File: config.mk
export PLATFORM = sky130hd
export DESIGN_NAME = led_fade_blink_breathe
export DESIGN_NICKNAME = d
export VERILOG_FILES = /design/src/sv/fbb_pkg.sv /design/src/sv/led_fade_blink_breathe.sv /design/src/sv/fbb_regs.sv /design/src/sv/fbb_core.sv /design/src/sv/fbb_outbuf.sv
export SDC_FILE = /design/constraint.sdc
export NUM_CORES = 1
export LEC_CHECK = 0
export BUFFER_PORTS_ARGS = -buffer_cell sky130_fd_sc_hd__buf_2
export CORE_MARGIN = 8
export CORE_UTILIZATION = 30
export CTS_CLUSTER_SIZE = 8
export DETAILED_ROUTE_END_ITERATION = 12
export GPL_TIMING_DRIVEN = 0
export PLACE_DENSITY = 0.43
export SLEW_MARGIN = 10
export SYNTH_ARGS = -nofsm -noshare
export SYNTH_HDL_FRONTEND = slang
export SYNTH_HIERARCHICAL = 1
export SYNTH_SLANG_ARGS = --single-unit
File: constraint.sdc
create_clock -name clk_i -period 16.5 [get_ports clk_i]
set_input_delay 0.825 -clock clk_i [delete_from_list [all_inputs] [get_ports clk_i]]
set_output_delay 0.825 -clock clk_i [all_outputs]
set_load 0.01 [all_outputs]
File: src/sv/fbb_pkg.sv
// Shared types, constants and register codes for the LED fade/blink/breathe block.
package fbb_pkg;

  localparam int unsigned FadePeriod = 10;
  localparam int unsigned CfgAddrW   = 5;
  localparam int unsigned CfgDataW   = 32;

  // floor(x / 20) as (x * FadeRecip) >> FadeShift, exact for x below 1024
  localparam int unsigned FadeRecip  = 205;
  localparam int unsigned FadeShift  = 12;

  typedef enum logic [2:0] {
    REG_TARGET     = 3'd0,
    REG_MODE       = 3'd1,
    REG_BLINK_CNT  = 3'd2,
    REG_ON_OFF     = 3'd3,
    REG_PAUSE      = 3'd4,
    REG_STEP       = 3'd5,
    REG_BREATHE_LO = 3'd6,
    REG_BREATHE_HI = 3'd7
  } reg_idx_e;

  typedef enum logic [1:0] {
    MODE_FADE    = 2'd0,
    MODE_BLINK   = 2'd1,
    MODE_BREATHE = 2'd2,
    MODE_IDLE    = 2'd3
  } mode_e;

  typedef struct packed {
    logic [7:0]  target_brightness;
    mode_e       effect_mode;
    logic [7:0]  blink_count;
    logic [15:0] on_off_ticks;
    logic [15:0] pause_ticks;
    logic [7:0]  step_ticks;
    logic [7:0]  breathe_min;
    logic [7:0]  breathe_max;
  } cfg_t;

  typedef struct packed {
    logic [7:0] brightness;
    logic       update;
  } result_t;

  function automatic logic [15:0] sat_tick(input logic [15:0] c, input logic adv);
    logic [16:0] s;
    s = {1'b0, c} + {16'd0, adv};
    return s[16] ? 16'hFFFF : s[15:0];
  endfunction

endpackage

File: src/sv/led_fade_blink_breathe.sv
// Top level of the LED fade/blink/breathe effect block.
// Result path: an accepted request's result is registered in the output register, or in the skid register when held.
// Throughput: one request per cycle while in_stall_o is low; the effect state updates in a single pass.
// in_stall_o rises only when both entries of the output buffer hold results.
// Reset: asynchronous, active low; clears effect state, buffer and registers to defaults.
module led_fade_blink_breathe (
  input  logic                          clk_i,
  input  logic                          rst_ni,
  input  logic                          in_valid_i,
  output logic                          in_stall_o,
  input  logic                          advance_i,
  output logic                          out_valid_o,
  input  logic                          out_stall_i,
  output logic [7:0]                    brightness_out_o,
  output logic                          update_o,
  input  logic                          psel,
  input  logic                          penable,
  input  logic                          pwrite,
  input  logic [fbb_pkg::CfgAddrW-1:0]  paddr,
  input  logic [fbb_pkg::CfgDataW-1:0]  pwdata,
  output logic [fbb_pkg::CfgDataW-1:0]  prdata,
  output logic                          pready
);

  fbb_pkg::cfg_t    cfg;
  fbb_pkg::result_t res, res_out;
  logic             accept, full;

  assign accept     = in_valid_i & ~full;
  assign in_stall_o = full;

  fbb_regs u_regs (
    .clk_i, .rst_ni, .psel, .penable, .pwrite, .paddr, .pwdata, .prdata, .pready,
    .cfg_o(cfg)
  );

  fbb_core u_core (
    .clk_i, .rst_ni,
    .accept_i (accept),
    .advance_i,
    .cfg_i    (cfg),
    .result_o (res)
  );

  fbb_outbuf u_outbuf (
    .clk_i, .rst_ni,
    .push_i  (accept),
    .data_i  (res),
    .full_o  (full),
    .valid_o (out_valid_o),
    .stall_i (out_stall_i),
    .data_o  (res_out)
  );

  assign brightness_out_o = res_out.brightness;
  assign update_o         = res_out.update;

endmodule

File: src/sv/fbb_regs.sv
// APB-style configuration register file.
module fbb_regs (
  input  logic                          clk_i,
  input  logic                          rst_ni,
  input  logic                          psel,
  input  logic                          penable,
  input  logic                          pwrite,
  input  logic [fbb_pkg::CfgAddrW-1:0]  paddr,
  input  logic [fbb_pkg::CfgDataW-1:0]  pwdata,
  output logic [fbb_pkg::CfgDataW-1:0]  prdata,
  output logic                          pready,
  output fbb_pkg::cfg_t                 cfg_o
);

  fbb_pkg::cfg_t    cfg_q;
  fbb_pkg::reg_idx_e idx;
  logic             wr_en;

  assign idx   = fbb_pkg::reg_idx_e'(paddr[fbb_pkg::CfgAddrW-1:2]);
  assign wr_en = psel & penable & pwrite;
  assign pready = 1'b1;
  assign cfg_o  = cfg_q;

  always_ff @(posedge clk_i or negedge rst_ni) begin
    if (!rst_ni) begin
      cfg_q.target_brightness <= 8'd50;
      cfg_q.effect_mode       <= fbb_pkg::MODE_FADE;
      cfg_q.blink_count       <= 8'd4;
      cfg_q.on_off_ticks      <= 16'd50;
      cfg_q.pause_ticks       <= 16'd500;
      cfg_q.step_ticks        <= 8'd45;
      cfg_q.breathe_min       <= 8'd10;
      cfg_q.breathe_max       <= 8'd50;
    end else if (wr_en) begin
      case (idx)
        fbb_pkg::REG_TARGET:     cfg_q.target_brightness <= pwdata[7:0];
        fbb_pkg::REG_MODE:       cfg_q.effect_mode <= fbb_pkg::mode_e'(pwdata[1:0]);
        fbb_pkg::REG_BLINK_CNT:  cfg_q.blink_count <= pwdata[7:0];
        fbb_pkg::REG_ON_OFF:     cfg_q.on_off_ticks <= pwdata[15:0];
        fbb_pkg::REG_PAUSE:      cfg_q.pause_ticks <= pwdata[15:0];
        fbb_pkg::REG_STEP:       cfg_q.step_ticks <= pwdata[7:0];
        fbb_pkg::REG_BREATHE_LO: cfg_q.breathe_min <= pwdata[7:0];
        fbb_pkg::REG_BREATHE_HI: cfg_q.breathe_max <= pwdata[7:0];
        default: ;
      endcase
    end
  end

  always_comb begin
    prdata = '0;
    case (idx)
      fbb_pkg::REG_TARGET:     prdata[7:0]  = cfg_q.target_brightness;
      fbb_pkg::REG_MODE:       prdata[1:0]  = cfg_q.effect_mode;
      fbb_pkg::REG_BLINK_CNT:  prdata[7:0]  = cfg_q.blink_count;
      fbb_pkg::REG_ON_OFF:     prdata[15:0] = cfg_q.on_off_ticks;
      fbb_pkg::REG_PAUSE:      prdata[15:0] = cfg_q.pause_ticks;
      fbb_pkg::REG_STEP:       prdata[7:0]  = cfg_q.step_ticks;
      fbb_pkg::REG_BREATHE_LO: prdata[7:0]  = cfg_q.breathe_min;
      fbb_pkg::REG_BREATHE_HI: prdata[7:0]  = cfg_q.breathe_max;
      default:                 prdata = '0;
    endcase
  end

endmodule

File: src/sv/fbb_core.sv
// Effect state and the per-tick update: timers, fade step, blink and breathe.
module fbb_core (
  input  logic             clk_i,
  input  logic             rst_ni,
  input  logic             accept_i,
  input  logic             advance_i,
  input  fbb_pkg::cfg_t    cfg_i,
  output fbb_pkg::result_t result_o
);

  logic [7:0]  level_q, level_d;
  logic [15:0] fade_q, fade_d, toggle_q, toggle_d, pause_q, pause_d, step_q, step_d;
  logic        burst_q, burst_d, lamp_q, lamp_d, falling_q, falling_d;
  logic [7:0]  blinks_q, blinks_d, breathe_q, breathe_d;

  logic [15:0] fade_t, toggle_t, pause_t, step_t;
  logic        fade_fire, up;
  logic [8:0]  fade_num;
  logic [16:0] fade_prod;
  logic [7:0]  fade_step;
  logic        fall_a;

  always_comb begin
    fade_t   = fbb_pkg::sat_tick(fade_q, advance_i);
    toggle_t = fbb_pkg::sat_tick(toggle_q, advance_i);
    pause_t  = fbb_pkg::sat_tick(pause_q, advance_i);
    step_t   = fbb_pkg::sat_tick(step_q, advance_i);

    // fade step: floor(diff/20) upward, ceil(diff/20) downward
    up        = cfg_i.target_brightness > level_q;
    fade_num  = up ? {1'b0, cfg_i.target_brightness - level_q}
                   : {1'b0, level_q - cfg_i.target_brightness} + 9'd19;
    fade_prod = {8'd0, fade_num} * 17'(fbb_pkg::FadeRecip);
    fade_step = 8'(fade_prod >> fbb_pkg::FadeShift);
    fade_fire = fade_t >= 16'(fbb_pkg::FadePeriod);

    fade_d    = fade_fire ? 16'd0 : fade_t;
    level_d   = level_q;
    if (fade_fire && level_q != cfg_i.target_brightness) begin
      level_d = up ? level_q + fade_step : level_q - fade_step;
    end

    toggle_d  = toggle_t;
    pause_d   = pause_t;
    step_d    = step_t;
    burst_d   = burst_q;
    lamp_d    = lamp_q;
    blinks_d  = blinks_q;
    breathe_d = breathe_q;
    falling_d = falling_q;
    result_o  = '0;
    fall_a    = falling_q;

    case (cfg_i.effect_mode)
      fbb_pkg::MODE_FADE: begin
        result_o.brightness = level_d;
        result_o.update     = 1'b1;
      end
      fbb_pkg::MODE_BLINK: begin
        if (burst_q) begin
          if (toggle_t >= cfg_i.on_off_ticks) begin
            toggle_d = '0;
            if (blinks_q >= cfg_i.blink_count) begin
              blinks_d = '0;
              burst_d  = 1'b0;
            end else if (!lamp_q) begin
              result_o.brightness = level_d;
              result_o.update     = 1'b1;
              lamp_d              = 1'b1;
            end else begin
              result_o.update = 1'b1;
              lamp_d          = 1'b0;
              blinks_d        = blinks_q + 8'd1;
            end
          end
        end else if (pause_t >= cfg_i.pause_ticks) begin
          pause_d = '0;
          burst_d = 1'b1;
        end
      end
      fbb_pkg::MODE_BREATHE: begin
        // turn at the limits before stepping
        if (breathe_q == cfg_i.breathe_max && !falling_q) fall_a = 1'b1;
        falling_d = (breathe_q == cfg_i.breathe_min && fall_a) ? 1'b0 : fall_a;
        if (step_t >= {8'd0, cfg_i.step_ticks}) begin
          step_d              = '0;
          breathe_d           = falling_d ? breathe_q - 8'd1 : breathe_q + 8'd1;
          result_o.brightness = breathe_d;
          result_o.update     = 1'b1;
        end
      end
      default: ;
    endcase
  end

  always_ff @(posedge clk_i or negedge rst_ni) begin
    if (!rst_ni) begin
      level_q   <= 8'd0;
      fade_q    <= '0;
      toggle_q  <= '0;
      pause_q   <= '0;
      step_q    <= '0;
      burst_q   <= 1'b0;
      lamp_q    <= 1'b0;
      blinks_q  <= '0;
      breathe_q <= 8'd50;
      falling_q <= 1'b1;
    end else if (accept_i) begin
      level_q   <= level_d;
      fade_q    <= fade_d;
      toggle_q  <= toggle_d;
      pause_q   <= pause_d;
      step_q    <= step_d;
      burst_q   <= burst_d;
      lamp_q    <= lamp_d;
      blinks_q  <= blinks_d;
      breathe_q <= breathe_d;
      falling_q <= falling_d;
    end
  end

endmodule

File: src/sv/fbb_outbuf.sv
// Two-entry result buffer: output register plus skid register.
module fbb_outbuf (
  input  logic             clk_i,
  input  logic             rst_ni,
  input  logic             push_i,
  input  fbb_pkg::result_t data_i,
  output logic             full_o,
  output logic             valid_o,
  input  logic             stall_i,
  output fbb_pkg::result_t data_o
);

  fbb_pkg::result_t out_q, skid_q;
  logic             out_valid_q, skid_valid_q, pop;

  assign pop     = out_valid_q & ~stall_i;
  assign full_o  = skid_valid_q;
  assign valid_o = out_valid_q;
  assign data_o  = out_q;

  always_ff @(posedge clk_i or negedge rst_ni) begin
    if (!rst_ni) begin
      out_valid_q  <= 1'b0;
      skid_valid_q <= 1'b0;
    end else if (skid_valid_q) begin
      if (pop) begin
        skid_valid_q <= 1'b0;
      end
    end else if (push_i) begin
      if (!out_valid_q || pop) begin
        out_valid_q <= 1'b1;
      end else begin
        skid_valid_q <= 1'b1;
      end
    end else if (pop) begin
      out_valid_q <= 1'b0;
    end
  end

  always_ff @(posedge clk_i) begin
    if (skid_valid_q) begin
      if (pop) out_q <= skid_q;
    end else if (push_i) begin
      if (!out_valid_q || pop) out_q <= data_i;
      else skid_q <= data_i;
    end
  end

endmodule

==> metrics.csv <==
metric,value,unit
hold_violations,0,
initial_core_util,0.3042,
tightest_slew,1.082,ns
met1_usage,0.1904,
clkTransAtPathRegs,0.08,ns
grt_pass1_vias,10478,
antenna_cells,0,
ant_nets,0,
synth_seq_area_share,0.3442,
synth_cells,1402,
fp.dieH,230.5,um
fill_cells,4698,
syn_area,13800,um2
antenna_found_initial,0,
synth-edff-count,18,
fin_setup_tns,0,ns
area_growth,12.56,%
dpl.hpwl,28860,um
via_per_inst,4.864,
ctsLongestPathBuffers,2,
htree_levels,4,
cp_data_required_time,16.71,ns
cts_tree,done,
max_freq,97.60,MHz
ctsHoldBuffers,0,
crit_top_cell,inv_1,
vias,10225,
cp_data_arrival_time,10.45,ns
stdcell_area,15540,um2
cpMaxStageDelayCell,o21ai_1,
avgSynthCellArea,9.846,um2
relSlewSlack,0.2771,
postCtsSetupBuffers,0,
start_kind,register,
fp.dieW,230.5,um
drt_iter0_markers,513,
min_period,10.25,ns
rsz0062_at_grt,false,
cp_max_fo,10,
synth.distinct_cells,92,
fin_cells,2102,
routed_wl,37280,um
timing.final.crit_share,0.6210,
drv_cap,0,
wl_per_cell,17.73,um
worst_setup_path_end_kind,register,
crit_type,reg2reg,
synth_seq_cells,185,
rows,78,
fin_skew,0.01491,ns
pin_count,89,
placed_area,14910,um2
cts_resized,0,
drive_gt1_frac,0.1904,
firstDrtPassIters,5,
port-buffer-count,52,
place_inst,2070,
setup_viol,0,
track_usage,0.1428,
synth_flop_cell,dfrtp_1,
hold_path_class,in2async,
root_buffer,clkbuf_16,
gp_congestion,0.7965,
overflow,0,
cts_made_buffers,17,
use_met2,0.2393,
die-area,53130,um2
top_usage_layer,met2,
coreArea,45380,um2
maxSlewViolCount,0,
grt_pass1_wl,59980,um
async_flop_share,0.9027,
yosysWarningCount,6,
clk_latency,0.46,ns
drc_errors,0,
cts_sinks,185,
grt_max_degree,92,
gr-usage-met3,0.02453,
status,"finished, final reports clean",
slowest_delay,0.76,ns
final_nets,1684,
## worst paths after layout
| path | startpoint | to | slack [ns] | cells past startpoint |
|---|---|---|---|---|
| max | u_regs/cfg_o[66] | u_outbuf/data_o[8] | 6.25 | 39 |
| min | rst_ni | u_regs/cfg_o[50] | 0.33 | 1 |
| max reg2reg | u_regs/cfg_o[66] | u_outbuf/data_o[8] | 6.25 | 39 |
| min reg2reg | u_core/step_q[0] | u_core/step_q[0] | 0.50 | 1 |
| max in group asynchronous | rst_ni | u_core/breathe_q[5] | 15.24 | 2 |
| min in group clk_i | u_core/step_q[0] | u_core/step_q[0] | 0.50 | 1 |
## per-layer routing
metal / vias up / wire length (um) / part of all wire
li1: 5119 / - / -
met2: 138 / 17810 / 0.48
met4: 0 / 377 / 0.010
met3: 20 / 1104 / 0.030
met5: - / 0 / 0
met1: 4948 / 17990 / 0.48
## worst max-delay path, delay by kind of cell, from the launching register on
kind                     cells  cell delay, ns
AO/OA/AOI/OAI               15            4.15
adder cells (fa/ha/maj)      9            3.15
AND/OR/NAND/NOR              6            0.84
buffers and inverters        7            0.80
flip-flops                   1            0.48
multiplexers                 1            0.29
XOR/XNOR                     1            0.27
## final cells by class
type | instances | area [um2] | area share
Clock inverter | 15 | 203.9 | 0.01313
Tap cell | 600 | 750.7 | 0.04831
Timing Repair Buffer | 53 | 297.8 | 0.01916
Sequential cell | 185 | 4752 | 0.3058
Clock buffer | 17 | 425.4 | 0.02738
Multi-Input combinational cell | 1029 | 8210 | 0.5284
Buffer | 64 | 376.6 | 0.02424
Inverter | 139 | 521.8 | 0.03358
## per-stage QoR
step / worst slack [ns] / hold WS [ns] / utilization
floorplan: 7.763 / 0.4587 / -
global placement: 6.373 / 0.4762 / 0.3277
detailed placement: 6.320 / 0.4832 / 0.3285
CTS: 6.260 / 0.3280 / 0.3424
global route: 5.303 / 0.3530 / 0.3424
finish: 6.254 / 0.3276 / 0.3424
## cell families after synthesis
group           Yosys count  synth area share
flops                   185            0.3442
xor+xnor                 94           0.06073
mux                     123            0.1046
compound gates          287            0.1438
fa+ha+maj               150            0.1457
buf+inv                 203           0.06508
simple gates            358            0.1352
other cells               2         0.0005440
## flip-flops by register name, summed over array words and instances, names as in the netlist
register	flops
u_core/falling_q	1
u_core/pause_q	16
u_outbuf/data_o	9
u_core/blinks_q	8
u_core/step_q	16
u_core/breathe_q	8
u_core/fade_q	16
u_core/burst_q	1
u_outbuf/skid_q	9
u_core/level_q	8
u_outbuf/valid_o	1
u_regs/cfg_o	74
u_core/lamp_q	1
u_outbuf/full_o	1
u_core/toggle_q	16
## synthesized netlist by cell type, types with 26 or more instances
cell type / instances / area (um2)
a21oi_1: 72 / 360.4
clkbuf_1: 28 / 105.1
dfrtp_1: 141 / 3528
dfstp_2: 26 / 683.2
ha_1: 132 / 1652
inv_1: 137 / 514.2
mux2_2: 89 / 1002
nand2_1: 103 / 386.6
nand3_1: 28 / 140.1
nor2_1: 86 / 322.8
o21ai_0: 55 / 275.3
xnor2_1: 44 / 385.4
xor2_1: 48 / 420.4
## placed cells by master (no fill, tap or decap), types with 12 or more instances in the layout
master     count
dfrtp_1      141
inv_1        137
ha_1         132
nand2_1      103
mux2_2        89
nor2_1        86
a21oi_1       72
buf_2         58
o21ai_0       55
xor2_1        48
xnor2_1       44
clkbuf_1      28
nand3_1       28
dfstp_2       26
a21o_1        24
o2bb2ai_1     24
and3_1        23
buf_4         22
nand4_1       19
mux2i_1       19
nor2b_1       18
fa_1          18
edfxtp_1      18
clkbuf_16     17
conb_1        17
a311oi_1      14
nand2b_1      12
Power is left out: the tool's default activity adds up to more than one toggle a clock period on the data nets, which glitch-free logic cannot reach.
